--- src/hdl/scc_pkg.sv ---
// Shared types and constants for the strongly connected component counter.
// Used by scc_ctrl, scc_dp and the top level; depends on nothing.
`default_nettype none
package scc_pkg;
    localparam int MAX_VERTICES = 64;
    localparam int MAX_EDGES    = 256;
    localparam int VTX_W  = $clog2(MAX_VERTICES);
    localparam int VCNT_W = $clog2(MAX_VERTICES + 1);
    localparam int EIDX_W = $clog2(MAX_EDGES);
    localparam int ECNT_W = $clog2(MAX_EDGES + 1);

    localparam logic [1:0] OP_ADD     = 2'd0;
    localparam logic [1:0] OP_COMPUTE = 2'd1;
    localparam logic [1:0] OP_CLEAR   = 2'd2;

    localparam logic [1:0] ST_OK       = 2'd0;
    localparam logic [1:0] ST_RANGE    = 2'd1;
    localparam logic [1:0] ST_FULL     = 2'd2;

    typedef enum logic [3:0] {
        S_IDLE, S_P1_ROOT, S_P1_SCAN, S_P1_EDGE, S_P1_POP,
        S_P2_ROOT, S_P2_ROOTRD, S_P2_SCAN, S_P2_EDGE, S_P2_POP, S_DONE
    } t_state;

    typedef enum logic [3:0] {
        DP_NONE, DP_ADD, DP_CLEAR, DP_NOP, DP_START,
        DP_P1_ROOT, DP_P1_SCAN, DP_P1_EDGE, DP_P1_POP,
        DP_P2_ROOT, DP_P2_ROOTRD, DP_P2_SCAN, DP_P2_EDGE, DP_P2_POP, DP_FINISH
    } t_dp_op;

    typedef struct packed {
        logic out_free;
        logic root_end;
        logic root_vis;
        logic scan_end;
        logic stack_empty;
        logic k_zero;
        logic root2_vis;
    } t_dp_stat;
endpackage
`default_nettype wire

--- src/hdl/scc_dp.sv ---
// Datapath: edge store, walk stacks, finish order, visited marks, result register.
// Acts on one command per cycle from scc_ctrl; depends on scc_pkg.
`default_nettype none
module scc_dp (
    input  wire logic                          i_clk,
    input  wire logic                          i_rst_n,
    input  wire scc_pkg::t_dp_op               i_op,
    input  wire logic [scc_pkg::VTX_W-1:0]     i_edge_from,
    input  wire logic [scc_pkg::VTX_W-1:0]     i_edge_to,
    input  wire logic                          i_cfg_we,
    input  wire logic [scc_pkg::VCNT_W-1:0]    i_cfg_wdata,
    input  wire logic                          i_out_stall,
    output scc_pkg::t_dp_stat                  o_stat,
    output logic                               o_out_valid,
    output logic [1:0]                         o_status,
    output logic [scc_pkg::VCNT_W-1:0]         o_component_count
);
    localparam int VW = scc_pkg::VTX_W;
    localparam int CW = scc_pkg::VCNT_W;
    localparam int EW = scc_pkg::EIDX_W;
    localparam int HW = scc_pkg::ECNT_W;

    logic [CW-1:0] r_vcount;
    logic [HW-1:0] r_held;
    logic [2*VW-1:0] r_edge_mem [scc_pkg::MAX_EDGES];
    logic [VW-1:0] r_vstk [scc_pkg::MAX_VERTICES];
    logic [HW-1:0] r_estk [scc_pkg::MAX_VERTICES];
    logic [VW-1:0] r_fin  [scc_pkg::MAX_VERTICES];
    logic [scc_pkg::MAX_VERTICES-1:0] r_visited;
    logic [2*VW-1:0] r_edge_rd;
    logic [VW-1:0] r_vstk_rd;
    logic [HW-1:0] r_estk_rd;
    logic [VW-1:0] r_fin_rd;
    logic [CW-1:0] r_root, r_fin_cnt, r_k, r_depth, r_count;
    logic [VW-1:0] r_cur_v;
    logic [HW-1:0] r_cur_e;
    logic          r_out_valid;
    logic [1:0]    r_status;
    logic [CW-1:0] r_out_count;

    logic [CW-1:0] n;
    logic [CW-1:0] depth_m1, k_m1;
    logic [VW-1:0] e_src, e_dst;
    logic          out_free, out_load, p1_push, p2_push;
    logic [1:0]    add_status;

    assign n = (r_vcount > CW'(scc_pkg::MAX_VERTICES)) ? CW'(scc_pkg::MAX_VERTICES)
                                                       : r_vcount;
    assign depth_m1 = r_depth - CW'(1);
    assign k_m1     = r_k - CW'(1);
    assign e_src    = r_edge_rd[2*VW-1:VW];
    assign e_dst    = r_edge_rd[VW-1:0];
    assign out_free = !r_out_valid || !i_out_stall;
    assign out_load = (i_op == scc_pkg::DP_ADD) || (i_op == scc_pkg::DP_CLEAR) ||
                      (i_op == scc_pkg::DP_NOP) || (i_op == scc_pkg::DP_FINISH);

    assign p1_push = (e_src == r_cur_v) && ({1'b0, e_dst} < n) && !r_visited[e_dst];
    assign p2_push = (e_dst == r_cur_v) && ({1'b0, e_src} < n) && !r_visited[e_src];

    always_comb begin
        if (({1'b0, i_edge_from} >= n) || ({1'b0, i_edge_to} >= n)) begin
            add_status = scc_pkg::ST_RANGE;
        end else if (r_held == HW'(scc_pkg::MAX_EDGES)) begin
            add_status = scc_pkg::ST_FULL;
        end else begin
            add_status = scc_pkg::ST_OK;
        end
    end

    always_comb begin
        o_stat.out_free    = out_free;
        o_stat.root_end    = r_root >= n;
        o_stat.root_vis    = r_visited[r_root[VW-1:0]];
        o_stat.scan_end    = r_cur_e >= r_held;
        o_stat.stack_empty = r_depth == '0;
        o_stat.k_zero      = r_k == '0;
        o_stat.root2_vis   = r_visited[r_fin_rd];
    end

    // Memory ports: reads follow the current cursors and are registered.
    always_ff @(posedge i_clk) begin
        r_edge_rd <= r_edge_mem[r_cur_e[EW-1:0]];
        r_vstk_rd <= r_vstk[depth_m1[VW-1:0]];
        r_estk_rd <= r_estk[depth_m1[VW-1:0]];
        r_fin_rd  <= r_fin[k_m1[VW-1:0]];
        if (i_op == scc_pkg::DP_ADD && add_status == scc_pkg::ST_OK) begin
            r_edge_mem[r_held[EW-1:0]] <= {i_edge_from, i_edge_to};
        end
        if (i_op == scc_pkg::DP_P1_EDGE && p1_push) begin
            r_vstk[r_depth[VW-1:0]] <= r_cur_v;
            r_estk[r_depth[VW-1:0]] <= r_cur_e + HW'(1);
        end
        if (i_op == scc_pkg::DP_P2_EDGE && p2_push) begin
            r_vstk[r_depth[VW-1:0]] <= e_src;
        end
        if (i_op == scc_pkg::DP_P1_SCAN && o_stat.scan_end) begin
            r_fin[r_fin_cnt[VW-1:0]] <= r_cur_v;
        end
    end

    // Walk registers
    always_ff @(posedge i_clk) begin
        unique case (i_op)
            scc_pkg::DP_START: begin
                r_root    <= '0;
                r_fin_cnt <= '0;
            end
            scc_pkg::DP_P1_ROOT: begin
                if (o_stat.root_end) begin
                    r_k     <= r_fin_cnt;
                    r_count <= '0;
                end else if (o_stat.root_vis) begin
                    r_root <= r_root + CW'(1);
                end else begin
                    r_cur_v <= r_root[VW-1:0];
                    r_cur_e <= '0;
                    r_depth <= '0;
                end
            end
            scc_pkg::DP_P1_SCAN: begin
                if (o_stat.scan_end) begin
                    r_fin_cnt <= r_fin_cnt + CW'(1);
                    if (o_stat.stack_empty) begin
                        r_root <= r_root + CW'(1);
                    end
                end
            end
            scc_pkg::DP_P1_EDGE: begin
                if (p1_push) begin
                    r_depth <= r_depth + CW'(1);
                    r_cur_v <= e_dst;
                    r_cur_e <= '0;
                end else begin
                    r_cur_e <= r_cur_e + HW'(1);
                end
            end
            scc_pkg::DP_P1_POP: begin
                r_cur_v <= r_vstk_rd;
                r_cur_e <= r_estk_rd;
                r_depth <= depth_m1;
            end
            scc_pkg::DP_P2_ROOTRD: begin
                r_k <= k_m1;
                if (!o_stat.root2_vis) begin
                    r_count <= r_count + CW'(1);
                    r_cur_v <= r_fin_rd;
                    r_cur_e <= '0;
                    r_depth <= '0;
                end
            end
            scc_pkg::DP_P2_EDGE: begin
                if (p2_push) begin
                    r_depth <= r_depth + CW'(1);
                end
                r_cur_e <= r_cur_e + HW'(1);
            end
            scc_pkg::DP_P2_POP: begin
                r_cur_v <= r_vstk_rd;
                r_cur_e <= '0;
                r_depth <= depth_m1;
            end
            default: begin
            end
        endcase
    end

    // Control registers: config, edge count, visited marks, result valid
    always_ff @(posedge i_clk) begin
        if (!i_rst_n) begin
            r_vcount    <= CW'(scc_pkg::MAX_VERTICES);
            r_held      <= '0;
            r_visited   <= '0;
            r_out_valid <= 1'b0;
        end else begin
            if (i_cfg_we) begin
                r_vcount <= i_cfg_wdata;
            end
            if (out_load) begin
                r_out_valid <= 1'b1;
            end else if (r_out_valid && !i_out_stall) begin
                r_out_valid <= 1'b0;
            end
            unique case (i_op)
                scc_pkg::DP_ADD: begin
                    if (add_status == scc_pkg::ST_OK) begin
                        r_held <= r_held + HW'(1);
                    end
                end
                scc_pkg::DP_CLEAR: begin
                    r_held <= '0;
                end
                scc_pkg::DP_START: begin
                    r_visited <= '0;
                end
                scc_pkg::DP_P1_ROOT: begin
                    if (o_stat.root_end) begin
                        r_visited <= '0;
                    end else if (!o_stat.root_vis) begin
                        r_visited[r_root[VW-1:0]] <= 1'b1;
                    end
                end
                scc_pkg::DP_P1_EDGE: begin
                    if (p1_push) begin
                        r_visited[e_dst] <= 1'b1;
                    end
                end
                scc_pkg::DP_P2_ROOTRD: begin
                    r_visited[r_fin_rd] <= 1'b1;
                end
                scc_pkg::DP_P2_EDGE: begin
                    if (p2_push) begin
                        r_visited[e_src] <= 1'b1;
                    end
                end
                default: begin
                end
            endcase
        end
    end

    // Result payload
    always_ff @(posedge i_clk) begin
        unique case (i_op)
            scc_pkg::DP_ADD: begin
                r_status    <= add_status;
                r_out_count <= '0;
            end
            scc_pkg::DP_CLEAR, scc_pkg::DP_NOP: begin
                r_status    <= scc_pkg::ST_OK;
                r_out_count <= '0;
            end
            scc_pkg::DP_FINISH: begin
                r_status    <= scc_pkg::ST_OK;
                r_out_count <= r_count;
            end
            default: begin
            end
        endcase
    end

    assign o_out_valid       = r_out_valid;
    assign o_status          = r_status;
    assign o_component_count = r_out_count;
endmodule
`default_nettype wire

--- config.mk ---
export PLATFORM = sky130hd
export DESIGN_NAME = scc_dp
export DESIGN_NICKNAME = d
export VERILOG_FILES = /design/src/hdl/scc_pkg.sv /design/src/hdl/scc_dp.sv
export SDC_FILE = /design/constraint.sdc
export NUM_CORES = 2
export LEC_CHECK = 0
export BUFFER_PORTS_ARGS = -buffer_cell sky130_fd_sc_hd__buf_2
export CAP_MARGIN = 0
export CORE_MARGIN = 2
export CORE_UTILIZATION = 46
export DETAILED_ROUTE_END_ITERATION = 10
export SYNTH_ARGS = -nofsm -noshare
export SYNTH_HDL_FRONTEND = slang
export SYNTH_MEMORY_MAX_BITS = 65536
export SYNTH_SLANG_ARGS = --single-unit
--- constraint.sdc ---
create_clock -name i_clk -period 6.3 [get_ports i_clk]
set_input_delay 1.89 -clock i_clk [delete_from_list [all_inputs] [get_ports i_clk]]
set_output_delay 1.89 -clock i_clk [all_outputs]
set_load 0.05 [all_outputs]
==> flow_metrics.tcl <==
set metrics [dict create \
    synth_fp_nets 8350 \
    start_kind "register" \
    ys_warn_count 0 \
    crit_family "compound AO/OA/AOI/OAI gates" \
    grt_pass1_vias 89404 \
    synth_area_leaders "edfxtp_1 (74%), mux4_2 (18%), dfxtp_1 (1.3%)" \
    ys_seq_area_share_pct 74.9 \
    path_common_cell "a21o_1" \
    async_reset_ff_share_pct 0 \
    die-area_um2 401000 \
    hp-class "reg -> reg" \
    syn_inst 8274 \
    hold_viol_final 0 \
    fin_nets 8878 \
    dpl.hpwl_um 296000 \
    postSynthAreaPerCell_um2 22.0 \
    cp_max_fo 12 \
    final_util_pct 52.2 \
    crit_buf_inv 2 \
    core_um2 395000 \
    path_cells "inv_1 -> ha_1 -> nand2b_1 -> a21o_1 -> a21o_1 -> a21oi_1 -> o21ai_0 -> buf_2" \
    die-width_um 634 \
    final_cells 14427 \
    synth_largest_area_cell "edfxtp_1" \
    worst_pin_slew_ns 1.17 \
    crit_required_ns 4.41 \
    setup_tns_ns 0 \
    grt_overflow_total 0 \
    grt_first_pass_wirelength_um 686000 \
    synthTopCellsByCount "edfxtp_1 (4475), mux4_2 (1483), nor2_1 (571)" \
    cts_made_buffers 451 \
    clockBufferDepth 4 \
    numClockSinks 4589 \
    h-tree-depth 5 \
    place_inst 13591 \
    synth_edf_count 4475 \
    p_leak_uw 0.0640 \
    cpPeakStageDelay_ns 0.82 \
    relSlewSlack_pct 21.8 \
    num_rows 231 \
    ios 44 \
    vias 90082 \
    antenna_left 0 \
    yosysUniqueCellTypes 84 \
    wl_per_cell_um 33.3 \
    cts_root_buffer "clkbuf_16" \
    arrival_ns 4.15 \
    cts.reportedPaths.clkPinSlew_ns 0.06 \
    start_util_pct 46.1 \
    clkLatencyLatePin_ns 1.04 \
    drive_above_1_share_pct 30.9 \
    critical_path_class "reg -> out" \
    drt_wl_total_um 481000 \
    clock.fmax_mhz 166 \
    post-route-min-period_ns 6.04 \
    powerDensity_nw_per_um2 325 \
    track_usage_pct 23.9 \
    yosysTopAreaCellShare_pct 73.7 \
    slew_violations 0 \
    io_buffer_count 43 \
    setup_viol 0 \
    cap_violations 0 \
    rsz0062_at_grt "false" \
    ys_seq_elements 4589 \
    design_area_um2 207000 \
    finalCritPeriodShare_pct 95.8 \
    routabilityCongestion 0.927 \
    ys.flop_type "edfxtp_1" \
    outcome "complete, no violations" \
    drt-initial-drc-count 11949 \
    placed_area_um2 192000 \
    viasPerCell 6.24 \
    grt_antenna_before_repair 19 \
    irDropWorstVdd_mv 0.307 \
    cts_tree "built" \
    crit_slowest_cell "o21ai_0" \
    worst_setup_path_end_kind "output port" \
    drt_drc_violations_left 0 \
    areaGrowthSynthToFinish_pct 13.3 \
    grt_start_max_net_pins 163 \
    syn_area_um2 182000 \
    synthMostInstantiatedCell "edfxtp_1" \
    die_height_um 634 \
    ctsHoldBuffers 0 \
    skew_ns 0.0918 \
    drtPass1Iterations 9 \
]
worst reg2reg max path, delay by kind of cell (launching register included):
kind / cells / cell delay, ns
simple gates: 5 / 1.90
flops: 1 / 0.89
buf+inv: 2 / 0.70
compound gates: 4 / 1.51
area by class of cell:
type	instances	area [um^2]
multi-input combinational	3135	43600
sequential	4589	137000
clock buffer	556	11900
clock inverter	269	2850
fill	30236	189000
tap	5242	6560
inverter	38	143
antenna	11	27.5
timing repair buffer	587	4760
where the power goes:
part,switching (uW),internal [uW]
sequential,265,33700
clock,11500,15400
combinational,3840,2400
sequential cells by signal (all words and copies together), names as in the netlist, 9 cells and up:
register    cells
r_estk_rd       9
r_edge_rd      12
r_edge_mem   3072
r_cur_e         9
r_fin         384
r_visited      64
r_estk        576
r_held          9
r_vstk        384
layout by cell type, fill, tap and decap left out, drive strengths merged, types with 66 or more instances in the layout:
master	synthesis	routed
nor2	571	571
buf	192	587
clkbuf	320	556
a221oi	66	66
nand2	165	165
mux4	1483	1483
a21oi	91	91
clkinv	3	189
dfxtp	114	114
edfxtp	4475	4475
layer usage:
layer / part of all wire (%) / vias to the layer above / global-route usage, % / routed length [um]
li1: - / 36225 / - / -
met1: 41 / 48658 / 34.9 / 199000
met2: 48 / 4424 / 37.6 / 229000
met3: 7.9 / 773 / 3.60 / 37800
met4: 3.2 / 2 / 6.71 / 15400
met5: 0.0019 / - / 0 / 9
cells by family after synthesis:
kind of cell	count (synthesis)	share of synthesized area, %
DFF	4589	74.9
and+or+nand+nor	1010	2.45
adders and majority gates	49	0.336
muxes	1542	18.7
buffers and inverters	550	1.26
AOI/OAI and AO/OA	489	2.12
xor gates and xnor gates	45	0.216
final timing paths:
path | slack, ns | from | cells after the start | to
setup reg to reg | 0.89 | r_edge_rd[2]$_DFF_P_ | 11 | r_vstk[51][3]$_DFFE_PP_
hold reg to reg | 0.53 | o_out_valid$_SDFFE_PN0P_ | 2 | o_out_valid$_SDFFE_PN0P_
hold / removal | 0.53 | o_out_valid$_SDFFE_PN0P_ | 2 | o_out_valid$_SDFFE_PN0P_
setup / recovery | 0.26 | r_root[0]$_SDFFCE_PN0P_ | 8 | o_stat[5]
timing repair:
action                     CTS  global route
setup endpoints to repair    0             1
resized for setup            0             1
setup buffers                0             0
per-stage QoR:
step / worst slack (ns) / power, uW / hold slack [ns]
3_3_place_gp: 0.225 / 40800 / 0.498
2_1_floorplan: 0.753 / 38200 / 0.461
5_1_grt: 0.160 / 68900 / 0.550
3_5_place_dp: 0.305 / 40900 / 0.510
4_1_cts: 0.0563 / 67500 / 0.529
6_report: 0.263 / 67100 / 0.528
Note: power is estimated with default switching activity, not from simulation.
