`src/hdl/scc_pkg.sv`:
```
// Shared types and constants for the strongly connected component counter.
// Used by scc_ctrl, scc_dp and the top level; depends on nothing.
`default_nettype none
package scc_pkg;
    localparam int MAX_VERTICES = 64;
    localparam int MAX_EDGES    = 256;
    localparam int VTX_W  = $clog2(MAX_VERTICES);
    localparam int VCNT_W = $clog2(MAX_VERTICES + 1);
    localparam int EIDX_W = $clog2(MAX_EDGES);
    localparam int ECNT_W = $clog2(MAX_EDGES + 1);

    localparam logic [1:0] OP_ADD     = 2'd0;
    localparam logic [1:0] OP_COMPUTE = 2'd1;
    localparam logic [1:0] OP_CLEAR   = 2'd2;

    localparam logic [1:0] ST_OK       = 2'd0;
    localparam logic [1:0] ST_RANGE    = 2'd1;
    localparam logic [1:0] ST_FULL     = 2'd2;

    typedef enum logic [3:0] {
        S_IDLE, S_P1_ROOT, S_P1_SCAN, S_P1_EDGE, S_P1_POP,
        S_P2_ROOT, S_P2_ROOTRD, S_P2_SCAN, S_P2_EDGE, S_P2_POP, S_DONE
    } t_state;

    typedef enum logic [3:0] {
        DP_NONE, DP_ADD, DP_CLEAR, DP_NOP, DP_START,
        DP_P1_ROOT, DP_P1_SCAN, DP_P1_EDGE, DP_P1_POP,
        DP_P2_ROOT, DP_P2_ROOTRD, DP_P2_SCAN, DP_P2_EDGE, DP_P2_POP, DP_FINISH
    } t_dp_op;

    typedef struct packed {
        logic out_free;
        logic root_end;
        logic root_vis;
        logic scan_end;
        logic stack_empty;
        logic k_zero;
        logic root2_vis;
    } t_dp_stat;
endpackage
`default_nettype wire

```
`src/hdl/scc_ctrl.sv`:
```
// Controller: sequences edge loads and the two depth-first passes.
// Issues one datapath command per cycle unless idle or waiting for the result register; depends on scc_pkg.
`default_nettype none
module scc_ctrl (
    input  wire logic              i_clk,
    input  wire logic              i_rst_n,
    input  wire logic              i_in_valid,
    input  wire logic [1:0]        i_opcode,
    input  wire scc_pkg::t_dp_stat i_stat,
    output logic                   o_in_stall,
    output scc_pkg::t_dp_op        o_op
);
    scc_pkg::t_state r_state, n_state;

    always_ff @(posedge i_clk) begin
        if (!i_rst_n) begin
            r_state <= scc_pkg::S_IDLE;
        end else begin
            r_state <= n_state;
        end
    end

    always_comb begin
        n_state    = r_state;
        o_op       = scc_pkg::DP_NONE;
        o_in_stall = 1'b1;
        unique case (r_state)
            scc_pkg::S_IDLE: begin
                o_in_stall = !i_stat.out_free;
                if (i_in_valid && i_stat.out_free) begin
                    priority case (i_opcode)
                        scc_pkg::OP_ADD:   o_op = scc_pkg::DP_ADD;
                        scc_pkg::OP_CLEAR: o_op = scc_pkg::DP_CLEAR;
                        scc_pkg::OP_COMPUTE: begin
                            o_op    = scc_pkg::DP_START;
                            n_state = scc_pkg::S_P1_ROOT;
                        end
                        default: o_op = scc_pkg::DP_NOP;
                    endcase
                end
            end
            scc_pkg::S_P1_ROOT: begin
                o_op = scc_pkg::DP_P1_ROOT;
                if (i_stat.root_end) begin
                    n_state = scc_pkg::S_P2_ROOT;
                end else if (!i_stat.root_vis) begin
                    n_state = scc_pkg::S_P1_SCAN;
                end
            end
            scc_pkg::S_P1_SCAN: begin
                o_op = scc_pkg::DP_P1_SCAN;
                if (!i_stat.scan_end) begin
                    n_state = scc_pkg::S_P1_EDGE;
                end else if (i_stat.stack_empty) begin
                    n_state = scc_pkg::S_P1_ROOT;
                end else begin
                    n_state = scc_pkg::S_P1_POP;
                end
            end
            scc_pkg::S_P1_EDGE: begin
                o_op    = scc_pkg::DP_P1_EDGE;
                n_state = scc_pkg::S_P1_SCAN;
            end
            scc_pkg::S_P1_POP: begin
                o_op    = scc_pkg::DP_P1_POP;
                n_state = scc_pkg::S_P1_SCAN;
            end
            scc_pkg::S_P2_ROOT: begin
                o_op    = scc_pkg::DP_P2_ROOT;
                n_state = i_stat.k_zero ? scc_pkg::S_DONE : scc_pkg::S_P2_ROOTRD;
            end
            scc_pkg::S_P2_ROOTRD: begin
                o_op    = scc_pkg::DP_P2_ROOTRD;
                n_state = i_stat.root2_vis ? scc_pkg::S_P2_ROOT : scc_pkg::S_P2_SCAN;
            end
            scc_pkg::S_P2_SCAN: begin
                o_op = scc_pkg::DP_P2_SCAN;
                if (!i_stat.scan_end) begin
                    n_state = scc_pkg::S_P2_EDGE;
                end else if (i_stat.stack_empty) begin
                    n_state = scc_pkg::S_P2_ROOT;
                end else begin
                    n_state = scc_pkg::S_P2_POP;
                end
            end
            scc_pkg::S_P2_EDGE: begin
                o_op    = scc_pkg::DP_P2_EDGE;
                n_state = scc_pkg::S_P2_SCAN;
            end
            scc_pkg::S_P2_POP: begin
                o_op    = scc_pkg::DP_P2_POP;
                n_state = scc_pkg::S_P2_SCAN;
            end
            scc_pkg::S_DONE: begin
                // hold the count until the result register frees
                if (i_stat.out_free) begin
                    o_op    = scc_pkg::DP_FINISH;
                    n_state = scc_pkg::S_IDLE;
                end
            end
            default: n_state = scc_pkg::S_IDLE;
        endcase
    end
endmodule
`default_nettype wire

```
`config.mk`:
```
export PLATFORM = sky130hd
export DESIGN_NAME = scc_ctrl
export DESIGN_NICKNAME = d
export VERILOG_FILES = /design/src/hdl/scc_pkg.sv /design/src/hdl/scc_ctrl.sv
export SDC_FILE = /design/constraint.sdc
export NUM_CORES = 1
export LEC_CHECK = 0
export BUFFER_PORTS_ARGS = -buffer_cell sky130_fd_sc_hd__buf_2
export CAP_MARGIN = 20
export CORE_AREA = 2 2 39 41
export DETAILED_ROUTE_END_ITERATION = 10
export DIE_AREA = 0 0 41 43
export SLEW_MARGIN = 20
export SYNTH_ARGS = -nofsm -noshare
export SYNTH_HDL_FRONTEND = slang
export SYNTH_SLANG_ARGS = --single-unit
```
`constraint.sdc`:
```
create_clock -name i_clk -period 1.4 [get_ports i_clk]
set_input_delay 0.14 -clock i_clk [delete_from_list [all_inputs] [get_ports i_clk]]
set_output_delay 0.14 -clock i_clk [all_outputs]
set_load 0.02 [all_outputs]
```
==> results_dict.tcl, run 1 <==
set metrics [dict create \
    fin_tns_setup_ps 0 \
    place_area_um2 579 \
    largest_register_ffs 4 \
    p_comb_frac 0.360 \
    drive_above_1_share 0.419 \
    grt_pass1_vias 426 \
    gr-total-overflow 0 \
    die_h_um 43 \
    synth-main-ff-cell "dfxtp_1" \
    p_clk_frac 0.332 \
    dr_wl_met2_um 564 \
    required_ps 1260 \
    crit_type "flip-flop to output port" \
    ant_nets 0 \
    synth_area_um2 453 \
    cts_tree "built" \
    crit_start "r_state[0]" \
    crit_slowest_cell "dfxtp_4" \
    postSynthAreaPerCell_um2 7.08 \
    r2r_cells 4 \
    core-area_um2 1380 \
    insertion_delay_ps 240 \
    dr.pass1.iters 4 \
    start_util 0.327 \
    tightestPinTransition_ps 307 \
    rsz0062_at_grt "false" \
    slew_headroom 0.794 \
    place_congestion 0.752 \
    vias 550 \
    dieWidth_um 41 \
    r2r_slack_ps 140 \
    synthArstFlopShare 0 \
    p_sw_uw 144 \
    top_layer "met4" \
    clock_tree.buffer_depth 2 \
    synth-seq-area-share 0.177 \
    p_per_area_nw_per_um2 673 \
    hpwl_um 897 \
    ys_warn_count 0 \
    p_seq_frac 0.308 \
    cts_made_buffers 3 \
    switching_share 0.334 \
    wl_per_cell_um 11.9 \
    finalSetupViolCount 0 \
    clkSinkCount 4 \
    grt_max_degree 14 \
    syn_inst 64 \
    finalInstanceArea_um2 642 \
    peakVddDrop_uv 185 \
    drt_iter0_drc 7 \
    drt-vias-per-instance 5.39 \
    ys_types 30 \
    antenna_found_initial 0 \
    nNetsFinal 103 \
    area_delta_synth_final_pct 41.7 \
    diodes 0 \
    end_kind "output port" \
    fin_crit_sh 0.951 \
    power.internal_uw 288 \
    hp-class "input port to flip-flop" \
    crit_end "o_op[2]" \
    synth_top_cell_by_area "dfxtp_1" \
    portBuffers 16 \
    slew_violations 0 \
    wl_um 1210 \
    root_buffer "clkbuf_4" \
    cts.clk_slew.worst_paths_ps 40 \
    hold_buffers 0 \
    io_pins 17 \
    final_core_util 0.464 \
    fin_skew_ps 4.32 \
    rows 14 \
    top_regs "r_state: 4 flops" \
    top_register "r_state" \
    dr_wl_met3_um 62 \
    synth-seq-cells 4 \
    leakage_nw 0.282 \
    setup.worst_path.start_class "flip-flop" \
    reg2reg_from "r_state[3]" \
    dieArea_um2 1760 \
    fillCellCount 143 \
    synth_most_common_cell "o21ai_0" \
    cp_max_fo 11 \
    drc 0 \
    yosysTopAreaCellShare 0.177 \
    htreeDepth 1 \
    arrival_ps 1190 \
    fin_crit_ps 1330 \
    synthTopCellsByCount "o21ai_0 (6), buf_2 (5), nor2_1 (5)" \
    m1WireLength_um 570 \
    worstPathCellList "inv_1 > a21boi_1 > a221oi_2 > buf_4" \
    syn-num-nets 79 \
    maxCapViolations 0 \
    max_freq_ghz 0.751 \
    hold-worst-slack_ps 178 \
    synth_edf_count 0 \
    rr_endpoint "r_state[3]" \
    hold_violations 0 \
    max_stage_delay_ps 370 \
    grtUsageTotal 0.149 \
    grt_pass1_wl_um 1790 \
    status "finished clean" \
    synth_area_leaders "dfxtp_1 (18%), ha_1 (8.3%), o21ai_0 (6.6%)" \
]
## worst max-delay path: cells and delay by family, from the launching register on
family                 cells  cell delay (ps)
buffers and inverters      2              250
flip-flops                 1              370
AO/OA/AOI/OAI              2              330
## placed cells by master, fill, tap and decap left out, drive strengths merged, types with 2 or more instances in the layout
| cell type | netlist | final |
|---|---|---|
| nand2 | 4 | 4 |
| inv | 4 | 4 |
| clkbuf | 0 | 3 |
| dfxtp | 4 | 4 |
| nor2 | 6 | 6 |
| o21ai | 6 | 6 |
| ha | 3 | 3 |
| a211oi | 2 | 2 |
| nand3 | 4 | 4 |
| a21oi | 2 | 2 |
| a22o | 2 | 2 |
| nand2b | 3 | 3 |
| buf | 5 | 24 |
| nor3 | 3 | 3 |
## stage by stage
stage	cells	worst slack [ps]	total power [mW]
3_5_place_dp	97	31.2	0.279
5_1_grt	102	8.07	0.467
4_1_cts	100	15.1	0.428
3_3_place_gp	97	26.2	0.279
6_report	102	68.6	0.432
2_1_floorplan	64	11.6	0.220
## layer usage
metal,vias to the layer above,track usage
met5,-,0
met4,0,0.0600
met3,2,0.0471
met2,13,0.222
met1,252,0.192
li1,283,-
## power by group through the flow
stage | combinational [mW] | clock [mW] | sequential [mW]
finish | 0.156 | 0.143 | 0.133
global placement | 0.144 | 0 | 0.134
floorplan | 0.0961 | 0 | 0.124
detailed placement | 0.144 | 0 | 0.135
CTS | 0.146 | 0.148 | 0.134
global route | 0.170 | 0.164 | 0.133
## area by class of cell
type / count / area, µm² / share of cell area
multi-input cells: 51 / 344 / 0.536
repair buffers: 24 / 148 / 0.230
flip-flops and latches: 4 / 92.6 / 0.144
clock buffers: 3 / 22.5 / 0.0351
well taps: 16 / 20.0 / 0.0312
inverters: 4 / 15.0 / 0.0234
## cell families after synthesis
kind of cell    synth area share
simple gates               0.312
compound gates             0.340
fa+ha+maj                 0.0829
flops                      0.177
buf+inv                   0.0884
## how the worst min path moves through the flow
stage               startpoint          to  slack, ps  cells after the start
floorplan              i_rst_n  r_state[3]        260                      1
global placement       i_rst_n  r_state[1]        430                      2
detailed placement     i_rst_n  r_state[3]        420                      2
CTS                    i_rst_n  r_state[3]        170                      2
global route           i_rst_n  r_state[3]        170                      2
finish                 i_rst_n  r_state[3]        180                      2
## repair_timing
action,in CTS,in global routing
pin swaps,0,1
setup endpoints to repair,4,4
resized for setup,5,10
setup buffers,0,2
Note: power is estimated with default switching activity, not from simulation.
==> inputs of run 2 (changes only) <==
--- a/config.mk
+++ b/config.mk
@@ -7,9 +7,12 @@
 export LEC_CHECK = 0
 export BUFFER_PORTS_ARGS = -buffer_cell sky130_fd_sc_hd__buf_2
 export CAP_MARGIN = 20
-export CORE_AREA = 2 2 39 41
+export CELL_PAD_IN_SITES_DETAIL_PLACEMENT = 0
+export CELL_PAD_IN_SITES_GLOBAL_PLACEMENT = 2
+export CORE_MARGIN = 2
+export CORE_UTILIZATION = 24
 export DETAILED_ROUTE_END_ITERATION = 10
-export DIE_AREA = 0 0 41 43
+export PLACE_DENSITY_LB_ADDON = 0.1
 export SLEW_MARGIN = 20
 export SYNTH_ARGS = -nofsm -noshare
 export SYNTH_HDL_FRONTEND = slang
==> results_dict.tcl, run 2 (synthesis results as in run 1) <==
set metrics [dict create \
    finalSetupViolCount 0 \
    p_clk_frac 0.299 \
    finalInstanceArea_um2 739 \
    fin_skew_ps 2.83 \
    r2r_cells 6 \
    clock_tree.buffer_depth 2 \
    arrival_ps 1190 \
    vias 559 \
    area_delta_synth_final_pct 63.3 \
    peakVddDrop_uv 362 \
    drive_above_1_share 0.473 \
    dr.pass1.iters 4 \
    required_ps 1260 \
    slew_headroom 0.791 \
    end_kind "output port" \
    hpwl_um 1050 \
    maxCapViolations 0 \
    tightestPinTransition_ps 313 \
    slew_violations 0 \
    rr_endpoint "r_state[1]" \
    status "finished clean" \
    holdPathEnd "r_state[2]" \
    crit_slowest_cell "dfxtp_4" \
    cts_tree "built" \
    max_stage_delay_ps 350 \
    dieWidth_um 47.4 \
    cts_made_buffers 3 \
    htreeDepth 1 \
    drt-vias-per-instance 4.74 \
    crit_start "r_state[1]" \
    cp_max_fo 5 \
    grt_max_degree 12 \
    leakage_nw 0.327 \
    hold_violations 0 \
    setup.worst_path.start_class "flip-flop" \
    portBuffers 16 \
    rows 15 \
    top_register "r_state" \
    max_freq_ghz 0.753 \
    wl_um 1270 \
    place_area_um2 641 \
    power_uw 446 \
    place_inst 111 \
    insertion_delay_ps 230 \
    fillCellCount 196 \
    p_seq_frac 0.290 \
    worstPathCellList "buf_12 > nor2_4 > a41oi_2 > o21ai_1 > buf_4" \
    p_comb_frac 0.411 \
    start_util 0.259 \
    largest_register_ffs 4 \
    hp-start "i_rst_n" \
    top_regs "r_state: 4 flops" \
    drc 0 \
    switching_share 0.318 \
    fin_crit_sh 0.948 \
    hold_depth 2 \
    rsz0062_at_grt "true" \
    hp-class "input port to flip-flop" \
    hold-worst-slack_ps 191 \
    clkSinkCount 4 \
    drt_iter0_drc 5 \
    diodes 0 \
    wl_per_cell_um 10.8 \
    p_sw_uw 142 \
    fin_crit_ps 1330 \
    die_h_um 47.4 \
    dieArea_um2 2250 \
    gr-total-overflow 0 \
    cts.clk_slew.worst_paths_ps 40 \
    ant_nets 0 \
    grt_pass1_vias 492 \
    final_common_cell "buf_4" \
    layoutNonFillerInstCount 118 \
    core-area_um2 1750 \
    antenna_found_initial 0 \
    power.internal_uw 304 \
    grtUsageTotal 0.131 \
    final_cell_mix "buf_4 (16), buf_2 (13)" \
    root_buffer "clkbuf_4" \
    grt_pass1_wl_um 2100 \
    p_per_area_nw_per_um2 603 \
    io_pins 17 \
    crit_type "flip-flop to output port" \
    place_congestion 0.680 \
    r2r_slack_ps 90 \
    reg2reg_from "r_state[1]" \
    nNetsFinal 110 \
]
## run 2: changes by cell type in the layout (fill, tap and decap cells not counted), sizes merged
cell	before	now
buf	24	31
## run 2: area by class of cell
cell class	instances	area, µm²	share of cell area
multi-input combinational	51	362	0.489
sequential	4	92.6	0.125
inverter	4	15.0	0.0203
clock buffer	3	22.5	0.0305
tap	25	31.3	0.0423
timing repair buffer	31	216	0.293
## run 2: through the flow
step / util / setup TNS, ps / setup slack, ps
2_1_floorplan: - / 0 / 11.6
3_3_place_gp: 0.367 / 0 / 69.2
3_5_place_dp: 0.367 / 0 / 17.2
4_1_cts: 0.391 / 0 / 2.51
5_1_grt: 0.424 / -8.58 / -8.58
6_report: 0.424 / 0 / 72.3
## run 2: power groups by stage
stage               clock [mW]  sequential (mW)  combinational (mW)
finish                   0.133            0.129               0.183
global route             0.151            0.130               0.203
CTS                      0.141            0.133               0.164
detailed placement           0            0.134               0.154
global placement             0            0.134               0.154
floorplan                    0            0.124              0.0961
## run 2: how the worst max path moves through the flow
stage | to | slack [ps] | cells after the start
finish | o_op[0] | 70 | 5
global route | o_op[1] | -9 | 5
CTS | o_op[0] | 3 | 5
detailed placement | r_state[1] | 20 | 4
global placement | r_state[1] | 70 | 4
floorplan | o_op[3] | 10 | 4
## run 2: critical path: cells and delay by family, from the launching register on
| kind | cells | cell delay [ps] |
|---|---|---|
| and+or+nand+nor | 1 | 100 |
| buffers and inverters | 2 | 280 |
| AOI/OAI and AO/OA | 2 | 220 |
| DFF | 1 | 350 |
## run 2: what timing repair did
| action | in CTS | in global routing |
|---|---|---|
| pin swaps | 0 | 4 |
| buffers inserted | 0 | 4 |
| hold buffers | 0 | 0 |
| resized for setup | 10 | 8 |
| endpoints found under the setup margin | 5 | 3 |
## run 2: routing by layer
| metal | global-route usage | vias to the layer above | part of all wire |
|---|---|---|---|
| li1 | - | 301 | - |
| met1 | 0.184 | 246 | 0.53 |
| met2 | 0.205 | 12 | 0.41 |
| met3 | 0.0340 | 0 | 0.057 |
| met4 | 0.0222 | 0 | 0 |
| met5 | 0 | - | 0 |
==> inputs of run 3 (changes only) <==
--- a/config.mk
+++ b/config.mk
@@ -13,6 +13,9 @@
 export CORE_UTILIZATION = 24
 export DETAILED_ROUTE_END_ITERATION = 10
 export PLACE_DENSITY_LB_ADDON = 0.1
+export RECOVER_POWER = 100
+export SETUP_SLACK_MARGIN = 0.05
+export SKIP_CTS_REPAIR_TIMING = 1
 export SLEW_MARGIN = 20
 export SYNTH_ARGS = -nofsm -noshare
 export SYNTH_HDL_FRONTEND = slang
==> results_dict.tcl, run 3 (synthesis results as in run 1) <==
set metrics [dict create \
    fin_crit_ps 1330 \
    final_cell_mix "buf_4 (14), buf_2 (11), buf_6 (6)" \
    root_buffer "clkbuf_4" \
    slew_violations 0 \
    path_delay_family "flip-flops" \
    r2r_slack_ps 80 \
    fin_skew_ps 5.74 \
    place_area_um2 613 \
    wl_per_cell_um 13.1 \
    grtUsageTotal 0.134 \
    max_stage_delay_ps 370 \
    p_per_area_nw_per_um2 591 \
    worstPathCellList "buf_4 > nor2_1 > nand3_1 > clkbuf_2" \
    r2r_cells 6 \
    max_freq_ghz 0.751 \
    hp-class "input port to flip-flop" \
    drt-vias-per-instance 4.96 \
    rr_endpoint "r_state[1]" \
    hold_violations 0 \
    diodes 0 \
    hp-start "i_rst_n" \
    drc 0 \
    cts.clk_slew.worst_paths_ps 40 \
    grt_max_degree 14 \
    area_delta_synth_final_pct 79.6 \
    finalSetupViolCount 0 \
    tightestPinTransition_ps 295 \
    top_register "r_state" \
    rsz0062_at_grt "true" \
    cp.buffers_inverters 2 \
    dr.pass1.iters 4 \
    hpwl_um 1000 \
    grt_pass1_wl_um 2100 \
    largest_register_ffs 4 \
    peakVddDrop_uv 462 \
    leakage_nw 0.359 \
    drt_iter0_drc 11 \
    dieWidth_um 47.4 \
    gr-total-overflow 0 \
    ant_nets 0 \
    reg2reg_from "r_state[1]" \
    die_h_um 47.4 \
    drive_above_1_share 0.563 \
    io_pins 17 \
    final_core_util 0.466 \
    setup.worst_path.start_class "flip-flop" \
    required_ps 1260 \
    final_common_cell "buf_4" \
    cts_tree "built" \
    grt_pass1_vias 476 \
    nNetsFinal 113 \
    wl_um 1590 \
    fin_crit_sh 0.951 \
    dieArea_um2 2250 \
    start_util 0.259 \
    finalInstanceArea_um2 813 \
    fin_tns_setup_ps 0 \
    crit_type "flip-flop to output port" \
    maxCapViolations 0 \
    vias 600 \
    crit_slowest_cell "dfxtp_4" \
    place_congestion 0.705 \
    rows 15 \
    slew_headroom 0.803 \
    arrival_ps 1190 \
    core-area_um2 1750 \
    end_kind "output port" \
    clock_tree.buffer_depth 2 \
    clkSinkCount 4 \
    insertion_delay_ps 240 \
    htreeDepth 1 \
    portBuffers 16 \
    holdPathEnd "r_state[2]" \
    cts_made_buffers 3 \
    hold_depth 2 \
    status "finished clean" \
    cp_max_fo 6 \
    antenna_found_initial 0 \
    top_regs "r_state: 4 flops" \
]
[run 3: cell types whose count changed in the layout (fill, tap and decap cells not counted), moves of 2 or more]
cell and delta:
buf_4 -2, buf_2 -2, clkbuf_2 +2, buf_6 +5
[run 3: report_power, final]
group | internal, mW | switching [mW]
clock network | 0.0960 | 0.0489
logic | 0.102 | 0.107
registers | 0.116 | 0.0117
total | 0.314 | 0.167
[run 3: worst max-delay path by stage]
stage | from | to | slack [ps] | cells after the start
2_1_floorplan | r_state[1] | o_op[2] | 60 | 4
3_3_place_gp | r_state[0] | r_state[1] | -60 | 4
3_5_place_dp | r_state[0] | r_state[1] | 30 | 4
4_1_cts | r_state[1] | o_op[2] | -180 | 3
5_1_grt | r_state[2] | o_op[1] | 10 | 5
6_report | r_state[0] | o_in_stall | 70 | 4
[run 3: cell type report]
class,instances,area [µm²]
Timing Repair Buffer,34,245
Fill cell,179,932
Clock buffer,3,22.5
Multi-Input combinational cell,51,404
Inverter,4,15.0
Tap cell,25,31.3
Sequential cell,4,95.1
[run 3: worst register-to-register path: cells and delay by family, from the launching register on]
family                 cells  cell delay [ps]
AOI/OAI and AO/OA          3              520
DFF                        1              370
buffers and inverters      2              260
and+or+nand+nor            1              100
[run 3: metrics by stage]
stage,total power [mW],hold slack [ps],cells,worst slack [ps]
after floorplan,0.221,258,64,62.0
after global placement,0.284,428,109,-57.0
after global routing,0.523,163,121,13.7
after CTS,0.432,178,112,-184
final,0.481,177,121,69.3
after detailed placement,0.284,424,109,28.2
[run 3: per-layer routing]
layer	global-route usage	routed length, µm
met1	0.193	740
met2	0.176	758
met3	0.0679	90
met4	0.0333	0
met5	0	0
